<file path="config.mk">
export PLATFORM = sky130hd
export DESIGN_NAME = linear_probe_hash_table_unit
export DESIGN_NICKNAME = d
export VERILOG_FILES = /design/src/hdl/lpht_pkg.sv /design/src/hdl/lpht_home.sv /design/src/hdl/lpht_ctrl.sv /design/src/hdl/linear_probe_hash_table_unit.sv
export SDC_FILE = /design/constraint.sdc
export NUM_CORES = 1
export LEC_CHECK = 0
export BUFFER_PORTS_ARGS = -buffer_cell sky130_fd_sc_hd__buf_2
export CAP_MARGIN = 5
export CORE_MARGIN = 1
export CORE_UTILIZATION = 62
export DETAILED_ROUTE_END_ITERATION = 16
export HOLD_SLACK_MARGIN = 0.05
export PLACE_DENSITY = 0.91
export RECOVER_POWER = 100
export SYNTH_ARGS = -nofsm -noshare
export SYNTH_HDL_FRONTEND = slang
export SYNTH_SLANG_ARGS = --single-unit
</file>
<file path="constraint.sdc">
create_clock -name clk -period 6 [get_ports clk]
set_input_delay 0.6 -clock clk [delete_from_list [all_inputs] [get_ports clk]]
set_output_delay 0.6 -clock clk [all_outputs]
set_load 0.03 [all_outputs]
</file>
<file path="src/hdl/lpht_pkg.sv">
// ----------------------------------------------------------------------------
// lpht_pkg
// Shared types and constants of the linear probing hash table unit.
// ----------------------------------------------------------------------------
package lpht_pkg;

	localparam int SLOTS_DEF     = 16;
	localparam int DATA_BITS_DEF = 32;

	localparam int OP_BITS      = 2;
	localparam int KEY_BITS     = 31;
	localparam int IN_DATA_BITS = 32;
	localparam int STATUS_BITS  = 2;
	localparam int OCC_BITS     = 5;

	// Stream payload widths, padded to whole bytes
	localparam int S_TDATA_BITS = 64;
	localparam int M_TDATA_BITS = 40;

	typedef enum logic [OP_BITS-1:0] {
		OP_INSERT = 2'd0,
		OP_DELETE = 2'd1,
		OP_SEARCH = 2'd2
	} op_e_t;

	typedef enum logic [STATUS_BITS-1:0] {
		ST_DONE    = 2'd0,
		ST_FULL    = 2'd1,
		ST_EMPTY   = 2'd2,
		ST_MISSING = 2'd3
	} status_e_t;

	typedef enum logic [2:0] {
		S_CLEAR,
		S_IDLE,
		S_HASH,
		S_PROBE,
		S_DONE
	} state_e_t;

	typedef struct packed {
		status_e_t                 status;
		logic [IN_DATA_BITS-1:0]   data;
		logic [OCC_BITS-1:0]       occ;
	} result_t;

endpackage

</file>
<file path="src/hdl/lpht_home.sv">
// ----------------------------------------------------------------------------
// lpht_home
// Home slot of a key: key modulo SLOTS. A mask for a power-of-two slot count,
// otherwise a multiply by the reciprocal of the slot count followed by one
// compare and subtract.
// ----------------------------------------------------------------------------
module lpht_home #(
	parameter int SLOTS = lpht_pkg::SLOTS_DEF
) (
	input  logic                              clk,
	input  logic                              arst_n,
	input  logic                              start,
	input  logic [lpht_pkg::KEY_BITS-1:0]     key,
	output logic                              done,
	output logic [$clog2(SLOTS)-1:0]          home
);

	localparam int IDX_W = $clog2(SLOTS);
	localparam int KEY_W = lpht_pkg::KEY_BITS;
	localparam bit POW2  = (SLOTS & (SLOTS - 1)) == 0;

	logic             done_q;
	logic [IDX_W-1:0] rem_q;

	assign done = done_q;
	assign home = rem_q;

	generate
		if (POW2) begin : g_mask
			always_ff @(posedge clk or negedge arst_n) begin
				if (!arst_n) begin
					done_q <= 1'b0;
				end else begin
					done_q <= start;
				end
			end

			always_ff @(posedge clk) begin
				if (start) begin
					rem_q <= key[IDX_W-1:0];
				end
			end
		end else begin : g_recip
			localparam int REM_W = IDX_W + 1;
			// floor(2^KEY_W / SLOTS): the quotient it gives is short by at most one
			localparam logic [KEY_W-1:0] RECIP = KEY_W'((64'd1 << KEY_W) / SLOTS);

			logic                 vld_s1, vld_s2;
			logic [REM_W-1:0]     key_s1;
			logic [REM_W-1:0]     quot_s1;
			logic [REM_W-1:0]     diff_s2;
			logic [2*KEY_W-1:0]   prod;
			logic [REM_W-1:0]     qd_low;

			assign prod = (2*KEY_W)'(key) * (2*KEY_W)'(RECIP);

			// The remainder estimate is below twice the slot count, so only the
			// low bits of quotient times slot count take part
			assign qd_low = quot_s1 * REM_W'(SLOTS);

			always_ff @(posedge clk or negedge arst_n) begin
				if (!arst_n) begin
					vld_s1 <= 1'b0;
					vld_s2 <= 1'b0;
					done_q <= 1'b0;
				end else begin
					vld_s1 <= start;
					vld_s2 <= vld_s1;
					done_q <= vld_s2;
				end
			end

			always_ff @(posedge clk) begin
				if (start) begin
					key_s1  <= key[REM_W-1:0];
					quot_s1 <= prod[KEY_W +: REM_W];
				end
				if (vld_s1) begin
					diff_s2 <= key_s1 - qd_low;
				end
				if (vld_s2) begin
					if (diff_s2 >= REM_W'(SLOTS)) begin
						rem_q <= IDX_W'(diff_s2 - REM_W'(SLOTS));
					end else begin
						rem_q <= diff_s2[IDX_W-1:0];
					end
				end
			end
		end
	endgenerate

endmodule

</file>
<file path="src/hdl/lpht_ctrl.sv">
// ----------------------------------------------------------------------------
// lpht_ctrl
// Slot memory and probe sequencer: clears the table after reset, probes one
// slot per cycle from the home slot and, for inserts and deletes, writes the hit slot back.
// ----------------------------------------------------------------------------
module lpht_ctrl #(
	parameter int SLOTS     = lpht_pkg::SLOTS_DEF,
	parameter int DATA_BITS = lpht_pkg::DATA_BITS_DEF
) (
	input  logic                                  clk,
	input  logic                                  arst_n,
	input  logic                                  in_valid,
	output logic                                  in_ready,
	input  logic [lpht_pkg::OP_BITS-1:0]          op,
	input  logic [lpht_pkg::KEY_BITS-1:0]         key,
	input  logic [lpht_pkg::IN_DATA_BITS-1:0]     data_in,
	output logic                                  res_valid,
	input  logic                                  res_ready,
	output lpht_pkg::result_t                     res,
	output logic [$clog2(SLOTS+1)-1:0]            count
);

	localparam int IDX_W = $clog2(SLOTS);
	localparam int CNT_W = $clog2(SLOTS + 1);
	localparam int E_W   = 1 + lpht_pkg::KEY_BITS + DATA_BITS;

	lpht_pkg::state_e_t state_q, state_d;

	logic [IDX_W-1:0]                  clr_q;
	logic [CNT_W-1:0]                  cnt_q, cnt_d;
	logic [lpht_pkg::OP_BITS-1:0]      op_q;
	logic [lpht_pkg::KEY_BITS-1:0]     key_q;
	logic [DATA_BITS-1:0]              wdata_q;
	logic [IDX_W-1:0]                  pos_q, nxt_pos;
	logic [IDX_W-1:0]                  probe_q;
	logic [CNT_W-1:0]                  seen_q;
	lpht_pkg::result_t                 res_q;

	// Slot memory: {used, key, data}
	logic [E_W-1:0]   mem [SLOTS];
	logic [E_W-1:0]   rd_q;
	logic             rd_en, we;
	logic [IDX_W-1:0] rd_addr, wa;
	logic [E_W-1:0]   wd;

	logic                              r_used;
	logic [lpht_pkg::KEY_BITS-1:0]     r_key;
	logic [DATA_BITS-1:0]              r_data;

	logic                              home_start, home_done;
	logic [IDX_W-1:0]                  home_idx;

	logic                              early;
	lpht_pkg::status_e_t               early_st;
	logic                              hit, miss;

	lpht_home #(.SLOTS(SLOTS)) u_home (
		.clk    (clk),
		.arst_n (arst_n),
		.start  (home_start),
		.key    (key),
		.done   (home_done),
		.home   (home_idx)
	);

	always_ff @(posedge clk) begin
		if (we) begin
			mem[wa] <= wd;
		end
		if (rd_en) begin
			rd_q <= mem[rd_addr];
		end
	end

	assign r_used = rd_q[E_W-1];
	assign r_key  = rd_q[E_W-2 -: lpht_pkg::KEY_BITS];
	assign r_data = rd_q[DATA_BITS-1:0];

	assign nxt_pos = (pos_q == IDX_W'(SLOTS - 1)) ? '0 : pos_q + 1'b1;

	assign res   = res_q;
	assign count = cnt_q;

	// Requests that finish without touching the memory
	always_comb begin
		early    = 1'b1;
		early_st = lpht_pkg::ST_DONE;
		case (op)
			lpht_pkg::OP_INSERT: begin
				early    = (cnt_q == CNT_W'(SLOTS));
				early_st = lpht_pkg::ST_FULL;
			end
			lpht_pkg::OP_DELETE, lpht_pkg::OP_SEARCH: begin
				early    = (cnt_q == '0);
				early_st = lpht_pkg::ST_EMPTY;
			end
			default: begin
				early    = 1'b1;
				early_st = lpht_pkg::ST_DONE;
			end
		endcase
	end

	always_comb begin
		state_d    = state_q;
		in_ready   = 1'b0;
		res_valid  = 1'b0;
		home_start = 1'b0;
		rd_en      = 1'b0;
		rd_addr    = nxt_pos;
		we         = 1'b0;
		wa         = pos_q;
		wd         = {1'b1, key_q, wdata_q};
		hit        = 1'b0;
		miss       = 1'b0;
		cnt_d      = cnt_q;
		case (state_q)
			lpht_pkg::S_CLEAR: begin
				we = 1'b1;
				wa = clr_q;
				wd = '0;
				if (clr_q == IDX_W'(SLOTS - 1)) begin
					state_d = lpht_pkg::S_IDLE;
				end
			end
			lpht_pkg::S_IDLE: begin
				in_ready = 1'b1;
				if (in_valid) begin
					// Hash the key straight off the input while it is taken
					home_start = !early;
					state_d    = early ? lpht_pkg::S_DONE : lpht_pkg::S_HASH;
				end
			end
			lpht_pkg::S_HASH: begin
				if (home_done) begin
					rd_en   = 1'b1;
					rd_addr = home_idx;
					state_d = lpht_pkg::S_PROBE;
				end
			end
			lpht_pkg::S_PROBE: begin
				// Read the next slot ahead while this one is judged
				rd_en = 1'b1;
				if (op_q == lpht_pkg::OP_INSERT) begin
					hit = !r_used;
				end else begin
					hit = r_used && (r_key == key_q);
				end
				miss = !hit && ((probe_q == IDX_W'(SLOTS - 1)) ||
					(op_q != lpht_pkg::OP_INSERT && r_used && (seen_q + 1'b1) == cnt_q));
				if (hit) begin
					case (op_q)
						lpht_pkg::OP_INSERT: begin
							we    = 1'b1;
							cnt_d = cnt_q + 1'b1;
						end
						lpht_pkg::OP_DELETE: begin
							we    = 1'b1;
							wd    = {1'b0, r_key, r_data};
							cnt_d = cnt_q - 1'b1;
						end
						default: begin
							we = 1'b0;
						end
					endcase
				end
				if (hit || miss) begin
					state_d = lpht_pkg::S_DONE;
				end
			end
			lpht_pkg::S_DONE: begin
				res_valid = 1'b1;
				if (res_ready) begin
					state_d = lpht_pkg::S_IDLE;
				end
			end
			default: begin
				state_d = lpht_pkg::S_IDLE;
			end
		endcase
	end

	always_ff @(posedge clk or negedge arst_n) begin
		if (!arst_n) begin
			state_q <= lpht_pkg::S_CLEAR;
			clr_q   <= '0;
			cnt_q   <= '0;
		end else begin
			state_q <= state_d;
			cnt_q   <= cnt_d;
			if (state_q == lpht_pkg::S_CLEAR) begin
				clr_q <= clr_q + 1'b1;
			end
		end
	end

	always_ff @(posedge clk) begin
		if (state_q == lpht_pkg::S_IDLE && in_valid) begin
			op_q         <= op;
			key_q        <= key;
			wdata_q      <= DATA_BITS'(data_in);
			res_q.status <= early_st;
			res_q.data   <= '0;
			res_q.occ    <= lpht_pkg::OCC_BITS'(cnt_q);
		end
		if (state_q == lpht_pkg::S_HASH && home_done) begin
			pos_q   <= home_idx;
			probe_q <= '0;
			seen_q  <= '0;
		end
		if (state_q == lpht_pkg::S_PROBE) begin
			if (hit || miss) begin
				res_q.status <= hit ? lpht_pkg::ST_DONE : lpht_pkg::ST_MISSING;
				res_q.data   <= (hit && op_q == lpht_pkg::OP_SEARCH) ?
					lpht_pkg::IN_DATA_BITS'(r_data) : '0;
				res_q.occ    <= lpht_pkg::OCC_BITS'(cnt_d);
			end else begin
				pos_q   <= nxt_pos;
				probe_q <= probe_q + 1'b1;
				seen_q  <= seen_q + CNT_W'(r_used);
			end
		end
	end

endmodule

</file>
<file path="src/hdl/linear_probe_hash_table_unit.sv">
// An open-addressing hash table of SLOTS entries with linear probing. Each input
// item inserts, deletes or searches a key; its home slot is key modulo SLOTS and
// probing walks upward with wrap-around. One result item follows every input
// item. After reset the unit clears the slot memory, with s_axis_tready low. An
// item is then accepted, its home slot found (by a mask when SLOTS is a power of
// two, otherwise through a multiply by the reciprocal of the slot count), its
// slots visited one by one through the single read port of the slot memory (at
// most SLOTS), and its result presented. A full table, an empty table or an
// unused operation code skips the hash and the probe. Items are handled one at a
// time; the result register lets the next item enter while a result waits.
// ----------------------------------------------------------------------------
// linear_probe_hash_table_unit
// Top level: stream ports, result register and checks.
// ----------------------------------------------------------------------------
module linear_probe_hash_table_unit #(
	parameter int SLOTS     = lpht_pkg::SLOTS_DEF,
	parameter int DATA_BITS = lpht_pkg::DATA_BITS_DEF
) (
	input  logic                                 clk,
	input  logic                                 arst_n,
	input  logic                                 s_axis_tvalid,
	output logic                                 s_axis_tready,
	// key [30:0], data_in [62:31], zero [63]
	input  logic [lpht_pkg::S_TDATA_BITS-1:0]    s_axis_tdata,
	// operation [1:0]
	input  logic [lpht_pkg::OP_BITS-1:0]         s_axis_tuser,
	output logic                                 m_axis_tvalid,
	input  logic                                 m_axis_tready,
	// data_out [31:0], occupancy [36:32], zero [39:37]
	output logic [lpht_pkg::M_TDATA_BITS-1:0]    m_axis_tdata,
	// status [1:0]
	output logic [lpht_pkg::STATUS_BITS-1:0]     m_axis_tuser
);

	localparam int CNT_W = $clog2(SLOTS + 1);
	localparam int PAD_W = lpht_pkg::M_TDATA_BITS - lpht_pkg::IN_DATA_BITS - lpht_pkg::OCC_BITS;

	logic                 res_valid, res_ready;
	lpht_pkg::result_t    res;
	logic [CNT_W-1:0]     count;

	logic                 out_valid_q;
	lpht_pkg::result_t    out_q;

	lpht_ctrl #(
		.SLOTS     (SLOTS),
		.DATA_BITS (DATA_BITS)
	) u_ctrl (
		.clk       (clk),
		.arst_n    (arst_n),
		.in_valid  (s_axis_tvalid),
		.in_ready  (s_axis_tready),
		.op        (s_axis_tuser),
		.key       (s_axis_tdata[lpht_pkg::KEY_BITS-1:0]),
		.data_in   (s_axis_tdata[lpht_pkg::KEY_BITS +: lpht_pkg::IN_DATA_BITS]),
		.res_valid (res_valid),
		.res_ready (res_ready),
		.res       (res),
		.count     (count)
	);

	// Take a new result when the register is empty or drains this cycle
	assign res_ready = !out_valid_q || m_axis_tready;

	always_ff @(posedge clk or negedge arst_n) begin
		if (!arst_n) begin
			out_valid_q <= 1'b0;
		end else begin
			if (res_valid && res_ready) begin
				out_valid_q <= 1'b1;
			end else if (m_axis_tready) begin
				out_valid_q <= 1'b0;
			end
		end
	end

	always_ff @(posedge clk) begin
		if (res_valid && res_ready) begin
			out_q <= res;
		end
	end

	assign m_axis_tvalid = out_valid_q;
	assign m_axis_tuser  = out_q.status;
	assign m_axis_tdata  = {PAD_W'(0), out_q.occ, out_q.data};

`ifndef SYNTHESIS
	a_one_item: assert property (@(posedge clk) disable iff (!arst_n)
		(s_axis_tvalid && s_axis_tready) |=> !s_axis_tready)
		else $error("item accepted while another is in progress");

	a_count_range: assert property (@(posedge clk) disable iff (!arst_n)
		count <= CNT_W'(SLOTS))
		else $error("entry count beyond slot count");

	a_full_status: assert property (@(posedge clk) disable iff (!arst_n)
		(res_valid && res.status == lpht_pkg::ST_FULL) |-> count == CNT_W'(SLOTS))
		else $error("full status on a table with free slots");

	a_empty_status: assert property (@(posedge clk) disable iff (!arst_n)
		(res_valid && res.status == lpht_pkg::ST_EMPTY) |-> count == '0)
		else $error("empty status on a table with entries");
`endif

endmodule
</file>
== Yosys cells after proc, flatten, opt, wreduce, memory -nomap -nowiden ==
Memories as Yosys holds them, arrays and structs flattened. A register that Yosys moved wholly into a read port is not among the register bits.
Index checks and enable logic that the tools add are counted.
W data, S select, Z words.

* $add $sub $neg: 7
* Equal/unequal tests: 19
* Mux-type cells: 50
* Reduce and logical (&&, ||, !) cells: 25

{| class="wikitable"
|+ Operators by type and width
! kind !! number
|-
| $mux W64 || 2
|-
| $pmux W64 S2 || 1
|-
| $mux W39 || 3
|-
| $mux W4 || 10
|-
| $mux W32 || 1
|-
| $eq A31 B31 Y1 || 1
|-
| $mux W5 || 5
|-
| $mux W3 || 6
|-
| $mux W1 || 15
|-
| $pmux W3 S5 || 1
|-
| $add A4 B1 Y4 const B || 3
|-
| $eq A4 B4 Y1 const B || 3
|-
| $add A5 B1 Y5 const B || 2
|-
| $pmux W5 S2 || 1
|-
| $logic_and A1 B1 Y1 || 8
|-
| $eq A3 B2 Y1 const B || 2
|-
| $ne A2 B2 Y1 const B || 3
|-
| $pmux W1 S2 || 3
|-
| $add A5 B1 Y5 || 1
|-
| $eq A5 B5 Y1 || 1
|-
| $eq A5 B5 Y1 const B || 1
|-
| $logic_not A5 Y1 || 1
|-
| $reduce_and A5 Y1 || 1
|-
| $sub A5 B1 Y5 const B || 1
|-
| other kinds (13) || 25
|}

* Register bits: 174
* Bits in writable memories: 1,024
* Input bits: 70
* Output and inout port bits: 44
* Logic and storage cells: 120
* Memories: 1

{| class="wikitable"
|+ Memories
! memory !! depth !! bits a word !! read ports !! clocked after memory_dff !! wr ports !! RTL line !! source
|-
| u_ctrl.mem || 16 || 64 || 1 || 1 || 1 || lpht_ctrl.sv:40 || <nowiki>logic [E_W-1:0] mem [SLOTS];</nowiki>
|}

== Longest topological paths before layout ==
Gate-level depths: netlist (run 1).

* Depth after elaboration: 10
* Depth in mapped cells: 9
* Depth with buffers taken out: 9

== Cells and area by module ==
A second synthesis (run 1) with hierarchy kept.

* Cell total of the unflattened synthesis: 2,233
* Area, all modules: 48,415.2 um^2

{| class="wikitable"
|+ Modules (own cells, without submodules)
! module !! times used !! cells each !! area each (um^2) !! sequential area each (um^2)
|-
| lpht_ctrl || 1 || 2,181 || 47,018.8 || 35,964.5
|-
| linear_probe_hash_table_unit || 1 || 47 || 1,251.2 || 1,196.1
|-
| lpht_home || 1 || 5 || 145.1 || 145.1
|}

== Worst setup path before layout (run 1) ==
Ideal clock, no wire load.

* Path type: register to register
* Start: register u_ctrl.key_q[15] (netlist name)
* End: memory u_ctrl.mem[1][0] (netlist name), enable pin
* Library setup time: 0.486 ns
* Arrival time: 4.402 ns
* Data required time: 5.514 ns
* Setup slack: 1.112 ns
* Cell stages (with the launch flop): 9
* Path buffers: 1
* Clock period less this slack: 4.888 ns
* Cells stage by stage: edfxtp_1 > xor2_1 > nor4_1 > nand4_1 > and2b_1 > a31o_1 > buf_2 > a31oi_1 > nor2_1

* Word-level cells in the longest chain between the ends: 8

{| class="wikitable"
|+ RTL lines
! element !! RTL line !! source
|-
| from (decl) || lpht_ctrl.sv:32 || <nowiki>logic [lpht_pkg::KEY_BITS-1:0] key_q;</nowiki>
|-
| from (signal assigned) || lpht_ctrl.sv:200 || <nowiki>key_q <= key;</nowiki>
|-
| $eq A31 B31 Y1 || lpht_ctrl.sv:147 || <nowiki>hit = r_used && (r_key == key_q);</nowiki>
|-
| $logic_and A1 B1 Y1 || lpht_ctrl.sv:147 ||
|-
| $mux W1 || lpht_ctrl.sv:144 || <nowiki>if (op_q == lpht_pkg::OP_INSERT) begin</nowiki>
|-
| $mux W1 || lpht_ctrl.sv:117 || <nowiki>case (state_q)</nowiki>
|-
| $mux W1 || lpht_ctrl.sv:151 || <nowiki>if (hit) begin</nowiki>
|-
| $pmux W1 S2 || lpht_ctrl.sv:117 ||
|-
| $mux W1 || lpht_ctrl.sv:67 || <nowiki>if (we) begin</nowiki>
|-
| $mux W1 (implied by the code) || lpht_ctrl.sv:68 || <nowiki>mem[wa] <= wd;</nowiki>
|-
| to (decl) || lpht_ctrl.sv:40 ||
|}

Every way passes these cells. The select of a mux whose other input is x is not followed.

== Worst setup path in the final report (run 1) ==
* Start: register u_ctrl.key_q[12] (netlist name)
* End: memory u_ctrl.mem[10][40] (netlist name), enable pin

The elaborated chain is that of the path after synthesis.

==> results of run 1 <==
## worst min-delay path by stage
stage                          start                 end  slack, ns
finish              s_axis_tdata[55]  u_ctrl.wdata_q[24]       0.07
floorplan                     arst_n       m_axis_tvalid       0.30
global placement       u_ctrl.res[2]    m_axis_tdata[34]       0.41
detailed placement     u_ctrl.res[2]    m_axis_tdata[34]       0.41
CTS                  s_axis_tdata[7]     u_ctrl.key_q[7]       0.06
global route         s_axis_tdata[7]     u_ctrl.key_q[7]       0.07
## registers in the layout, summed over array words and instances, names as in the netlist
name                flops
u_ctrl.seen_q           5
u_ctrl.state_q          3
m_axis_tuser            2
u_ctrl.probe_q          4
u_ctrl.key_q           31
m_axis_tdata           37
u_ctrl.u_home.home      4
u_ctrl.op_q             2
u_ctrl.count            5
u_ctrl.pos_q            4
u_ctrl.clr_q            4
m_axis_tvalid           1
u_ctrl.wdata_q         32
u_ctrl.mem           1024
u_ctrl.u_home.done      1
u_ctrl.res             39
u_ctrl.rd_q            64
## through the flow
step	cells	hold WS [ns]	power, uW
global placement	3307	0.410	9720
floorplan	2232	0.304	9690
global route	3522	0.0712	17200
finish	3522	0.0742	16900
CTS	3522	0.0647	16900
detailed placement	3307	0.413	9720
## repair_timing
item | CTS | global route
buffers inserted | 0 | 0
hold buffers | 1 | 0
endpoints found under the hold margin | 14 | 0
## synth_stat cells, types with 3 or more instances
cell type	n	area share
mux4_2	256	0.12
nand2_1	93	0.0072
nor3_1	3	0.00031
buf_6	3	0.00070
a221o_1	5	0.0010
ha_1	11	0.0029
mux2_1	5	0.0012
and3_1	5	0.00065
o21ai_1	36	0.0037
inv_1	12	0.00093
dfxtp_1	52	0.022
buf_4	30	0.0047
dfrtp_1	14	0.0073
nand2b_1	5	0.00065
buf_2	13	0.0013
edfxtp_1	1196	0.74
clkbuf_1	44	0.0034
nand3b_1	4	0.00062
a21o_1	3	0.00047
xnor2_1	26	0.0047
nor2b_1	5	0.00065
mux2_2	6	0.0014
a22o_1	32	0.0058
and2_1	44	0.0057
o21ai_0	5	0.00052
nor4_1	6	0.00078
a21oi_1	10	0.0010
nand4_1	8	0.0010
buf_1	19	0.0015
xor2_1	17	0.0031
o21a_1	3	0.00047
nor2_1	17	0.0013
nand3_1	5	0.00052
mux2i_1	202	0.042
## placed cells by master (no fill, tap or decap), drive strengths merged, types with 19 or more instances in the layout
master     n
buf       69
a22o      32
and2      44
mux2i    202
edfxtp  1196
xnor2     26
o21ai     41
dfxtp     52
clkbuf   230
mux4     256
clkinv    50
nor2      19
nand2     93
## routing by layer
metal  share of wire  track usage  wire, um  up-vias
met5               0            0         0        -
met4           0.056        0.159      6780        0
met3           0.099       0.0577     11900      449
met2            0.50        0.516     60500     1997
met1            0.34        0.389     41100    12484
li1                -            -         -     9489
## worst max-delay path, delay by kind of cell, from the launching register on
family / cells / cell delay [ns]
compound gates: 2 / 1.03
flops: 1 / 0.43
xor+xnor: 1 / 0.16
simple gates: 4 / 2.30
buf+inv: 1 / 1.09
## power by group
group	switching (uW)	internal, uW
Clock	3240	4160
Sequential	0.0000000000000179	9490
Combinational	20.8	15.3
Total	3260	13700
## layout make-up
| class | instances | area share |
|---|---|---|
| Inverter | 12 | 0.000839 |
| Timing Repair Buffer | 156 | 0.0163 |
| Tap cell | 1030 | 0.0240 |
| Clock inverter | 70 | 0.0127 |
| Sequential cell | 1262 | 0.695 |
| Multi-Input combinational cell | 848 | 0.194 |
| Clock buffer | 144 | 0.0573 |
## kinds of logic after synthesis
group,count (synthesis)
flops,1262
mux,469
simple gates,207
buf+inv,122
compound gates,113
xor+xnor,44
fa+ha+maj,12
other cells,1
==> key figures, run 1 <==
Synth
  – Adder-Cell Fraction of Synth Area: 0.00327
  – Yosys reg bits: 1262
  – Library cells used by synthesis: 64
  – Gate Count Post-Synth: 2230
  – Syn. warnings: 0
  – Number of synthesized flops with an enable pin: 1196
  – Post-synth ARST share: 0.0111
  – Post-Synthesis Cell Area: 0.0482 sq mm
  – Main combinational cell family by area after synthesis: multiplexers
  – Post-synthesis mux area share: 0.164
  – Simple-gate share of the synthesized area: 0.0215
  – Xor/xnor share of the synthesized area: 0.00815
  – Synth Area in Compound Gates: 0.0169
  – Sequential share of the synthesized area: 0.773
  – Primary FF master, synth: edfxtp_1
  – Mean Syn Cell Area: 21.6 sq um

Clock network
  – CTS tree: yes
  – Clock sinks: 1262
  – Clock Path Buffers: 3
  – Total CTS buffers: 114
  – Root Driver: clkbuf_16
  – CTS resizes: 0
  – Worst skew pair latency: 0.71 ns
  – Worst-path clk slew: 0.06 ns
  – # H-tree levels: 3

Status
  – Failing checks: capacitance limit, slew limit
  – Status: complete, but fails checks

Floorplan
  – Rows: 101
  – Die ar.: 0.0789 sq mm
  – Chip width: 281 um
  – Io pins: 114
  – Die H: 281 um
  – Core ar.: 0.0765 sq mm
  – Initial Utilization: 0.631

Detailed routing
  – Wirelength per Cell: 34.1 um
  – Final ANT Viol Nets: 0
  – DRC errors left: 0
  – Via total after detailed routing: 24419
  – Initial DRT Pass Iterations: 6
  – Avg Vias per Cell: 6.93
  – DRT iter0 DRCs: 3492
  – Final WL: 120000 um

Timing
  – Final Max Slew Viols: 649
  – Slew of the pin with the lowest slew margin: 3.80 ns
  – Unrepaired setup endpoints after global routing: no
  – Tmin final: 5.43 ns
  – Final period util: 0.906
  – Setup ws final: 0.565 ns
  – Hold Fails Final Rpt: 0
  – Setup violations, final: 0
  – Max_slew headroom: -1.54
  – Achievable Freq: 184 MHz
  – Clk_skew: 0.0421 ns
  – TNS Setup: 0 ns

Worst setup path
  – Crit path capture: u_ctrl.mem[10][40]
  – Max incr delay on CP: 1.09 ns
  – Slowest CP cell: clkbuf_1
  – Crit path DAT: 5.73 ns
  – Worst reg2reg path depth: 8
  – Crit path required time: 6.29 ns
  – Worst setup path category: flip-flop to flip-flop
  – Startpoint Class: flip-flop
  – Reg2Reg Setup Slack: 0.57 ns
  – CP endpoint kind: flip-flop
  – Crit Path Max Fanout: 22
  – Setup crit start: u_ctrl.key_q[12]
  – FF-to-FF Start: u_ctrl.key_q[12]
  – Crit path cell chain: xor2_1, nor4_1, nand4_1, and2b_1, a31o_1, a32o_1, and2_4, clkbuf_1
  – Critical R2R Capture: u_ctrl.mem[10][40]

Placed design
  – Final RePlAce weighted congestion: 0.817
  – DP Area: 0.0502 sq mm
  – # port buffers: 109
  – Post-Place Setup Slack: 1.35 ns
  – Post-DP HPWL: 57900 um

Layout
  – Layout fillers: 4163
  – Diode count: 0
  – Fraction of layout cells with a size suffix above 1: 0.219
  – Final core utilization: 0.702
  – Synthesis-to-finish area growth: 11.3%
  – Multi-input gate area: 0.0104 sq mm
  – NumNets Final: 2476
  – Final instance area: 0.0537 sq mm
  – Seq. cell area: 0.0373 sq mm

Global routing
  – Vias in the first global route: 25452
  – Global Route Usage Sum: 0.309
  – Aggregate global routing overflow: 0
  – Initial antenna violation count: 0
  – Largest net degree at the start of global routing: 121
  – First-pass GRT wire length: 171000 um

Min path
  – Hold path cells: 1
  – Hold crit path type: input pin to flip-flop

Pwr
  – Power Density: 315 mW/mm^2
  – Leakage: 0.0174 uW
  – Worst vdd ir: 247 uV

Run
  – MaxCap Viol Count: 14
Power figures use the tool's default switching activity.
==> run 2: changes to the inputs <==
--- a/config.mk
+++ b/config.mk
@@ -6,9 +6,10 @@
 export NUM_CORES = 1
 export LEC_CHECK = 0
 export BUFFER_PORTS_ARGS = -buffer_cell sky130_fd_sc_hd__buf_2
-export CAP_MARGIN = 5
+export CELL_PAD_IN_SITES_DETAIL_PLACEMENT = 0
+export CELL_PAD_IN_SITES_GLOBAL_PLACEMENT = 1
 export CORE_MARGIN = 1
-export CORE_UTILIZATION = 62
+export CORE_UTILIZATION = 55
 export DETAILED_ROUTE_END_ITERATION = 16
 export HOLD_SLACK_MARGIN = 0.05
 export PLACE_DENSITY = 0.91
==> run 2 against run 1 <==
- worst hold slack improved by 0.0048 ns
- the flow still finishes with violations (capacitance limit, slew limit)
- global-route usage decreased by 7.1 points
- core utilization fell by 8.1 points
- clock skew shrank 0.0086 ns
- count of clock-buffer cells in the layout stayed put
- largest power group unchanged
- total power about the same
- sequential cell count unchanged
- largest cell class unchanged
- first-iteration DRC count is 26% lower
- clock power barely moved
- worst setup slack improved by 0.16 ns
- maximum frequency up 3.0%
- sequential share of layout area is 0.28 points lower
==> key figures, run 2 (synthesis gave the netlist of run 1 again) <==
Worst setup path
  – Reg2Reg Setup Slack: 0.72 ns
  – CP endpoint kind: flip-flop
  – Worst reg2reg path depth: 8
  – Crit path required time: 6.28 ns
  – FF-to-FF Start: u_ctrl.key_q[22]
  – Crit Path Max Fanout: 44
  – Crit path DAT: 5.56 ns
  – Critical R2R Capture: u_ctrl.mem[1][21]
  – Startpoint Class: flip-flop
  – Worst setup path category: flip-flop to flip-flop

Layout
  – Most frequent cells in the layout: edfxtp_1 (1196), mux4_2 (256), mux2i_1 (202)
  – Commonest non-fill, non-tap cell in the layout: edfxtp_1
  – NumNets Final: 2483
  – Layout fillers: 5704
  – Synthesis-to-finish area growth: 11.8%
  – Final core utilization: 0.621
  – Fraction of layout cells with a size suffix above 1: 0.212
  – Max reg flops: 1024
  – Largest Register: u_ctrl.mem
  – Multi-input gate area: 0.0104 sq mm
  – Seq. cell area: 0.0373 sq mm

Global routing
  – Aggregate global routing overflow: 0
  – Global Route Usage Sum: 0.237
  – Vias in the first global route: 23994
  – Initial antenna violation count: 2
  – Largest net degree at the start of global routing: 197
  – First-pass GRT wire length: 154000 um

Clock network
  – Clock Path Buffers: 3
  – # H-tree levels: 3
  – Worst-path clk slew: 0.06 ns
  – CTS tree: yes
  – Worst skew pair latency: 0.71 ns
  – Root Driver: clkbuf_16
  – Total CTS buffers: 116
  – Clock sinks: 1262
  – Post-CTS Setup Inserts: 0

Timing
  – Clk_skew: 0.0335 ns
  – Final Max Slew Viols: 1010
  – Achievable Freq: 189 MHz
  – Worst Hold Slack: 0.0790 ns
  – Slew of the pin with the lowest slew margin: 3.60 ns
  – Final period util: 0.880
  – Setup ws final: 0.723 ns
  – Tmin final: 5.28 ns
  – Setup violations, final: 0
  – Hold Fails Final Rpt: 0
  – Max_slew headroom: -1.41
  – TNS Setup: 0 ns
  – Unrepaired setup endpoints after global routing: no

Detailed routing
  – Final WL: 105000 um
  – Final ANT Viol Nets: 0
  – DRT iter0 DRCs: 2586
  – Wirelength per Cell: 28.8 um
  – Avg Vias per Cell: 6.27
  – Via total after detailed routing: 22926
  – DRC errors left: 0
  – Initial DRT Pass Iterations: 5

Min path
  – Hold crit path type: input pin to flip-flop
  – Hold path cells: 1
  – Min-delay src: s_axis_tdata[47]
  – Hold path endpoint: u_ctrl.wdata_q[16]

Floorplan
  – Initial Utilization: 0.556
  – Chip width: 298 um
  – Io pins: 114
  – Die H: 298 um
  – Rows: 108
  – Core ar.: 0.0868 sq mm
  – Die ar.: 0.0889 sq mm

Pwr
  – Total power: 16900 uW
  – Power Density: 314 mW/mm^2
  – Worst vdd ir: 241 uV
  – Leakage: 0.0174 uW

Status
  – Failing checks: capacitance limit, slew limit
  – Status: complete, but fails checks

Placed design
  – # port buffers: 109
  – Post-DP HPWL: 51600 um
  – Post-Place Setup Slack: 1.41 ns
  – Final RePlAce weighted congestion: 0.785

Run
  – MaxCap Viol Count: 39
run 2: layout make-up:
cell class,count,share of cell area
inverter,12,0.000836
antenna,1,0.0000464
clock inverter,73,0.0146
multi-input combinational,848,0.193
sequential,1262,0.692
tap,1155,0.0268
timing repair buffer,161,0.0165
clock buffer,144,0.0562
run 2: worst max path at each step:
stage                     start                 to  slack (ns)  cells after the start
6_report       u_ctrl.key_q[22]  u_ctrl.mem[1][21]        0.72                      8
5_1_grt        u_ctrl.key_q[12]  u_ctrl.mem[0][15]        0.67                      6
4_1_cts        u_ctrl.key_q[12]  u_ctrl.mem[1][55]        1.42                      8
3_5_place_dp   u_ctrl.key_q[12]  u_ctrl.mem[1][44]        1.41                      8
3_3_place_gp   u_ctrl.key_q[12]  u_ctrl.mem[1][44]        1.53                      8
2_1_floorplan  u_ctrl.key_q[15]   u_ctrl.mem[1][0]        1.11                      8
run 2: per-stage QoR:
stage | std cells | area [sq um]
after CTS | 3655 | 54200
after global placement | 3430 | 50300
after floorplan | 2232 | 48200
after global routing | 3656 | 53900
after detailed placement | 3430 | 50300
final | 3656 | 53900
run 2: worst max-delay path, stage by stage (launching register included):
cell and delay [ns]:
edfxtp_1 0.44, xor2_1 0.21, nor4_1 0.77, nand4_1 0.47, and2b_1 0.42, a31o_1 0.51
a31oi_1 0.47, nor2_4 0.22, clkbuf_2 1.30
run 2: what timing repair did:
action                     in CTS  in global routing
hold buffers                    8                  0
hold endpoints to repair       21                  0
setup endpoints to repair       0                  0
gates resized for setup         0                  0
run 2: layer usage:
metal,vias up,part of all wire,global-route usage
met1,11967,0.38,0.313
met5,-,0,0
li1,9526,-,-
met3,199,0.086,0.0462
met4,0,0.027,0.0813
met2,1234,0.51,0.398
run 2: where the power goes:
group / switching (uW) / internal [uW]
sequential: 0.0000000000000168 / 9490
combinational: 22.3 / 17.8
clock: 3190 / 4200
total: 3210 / 13700
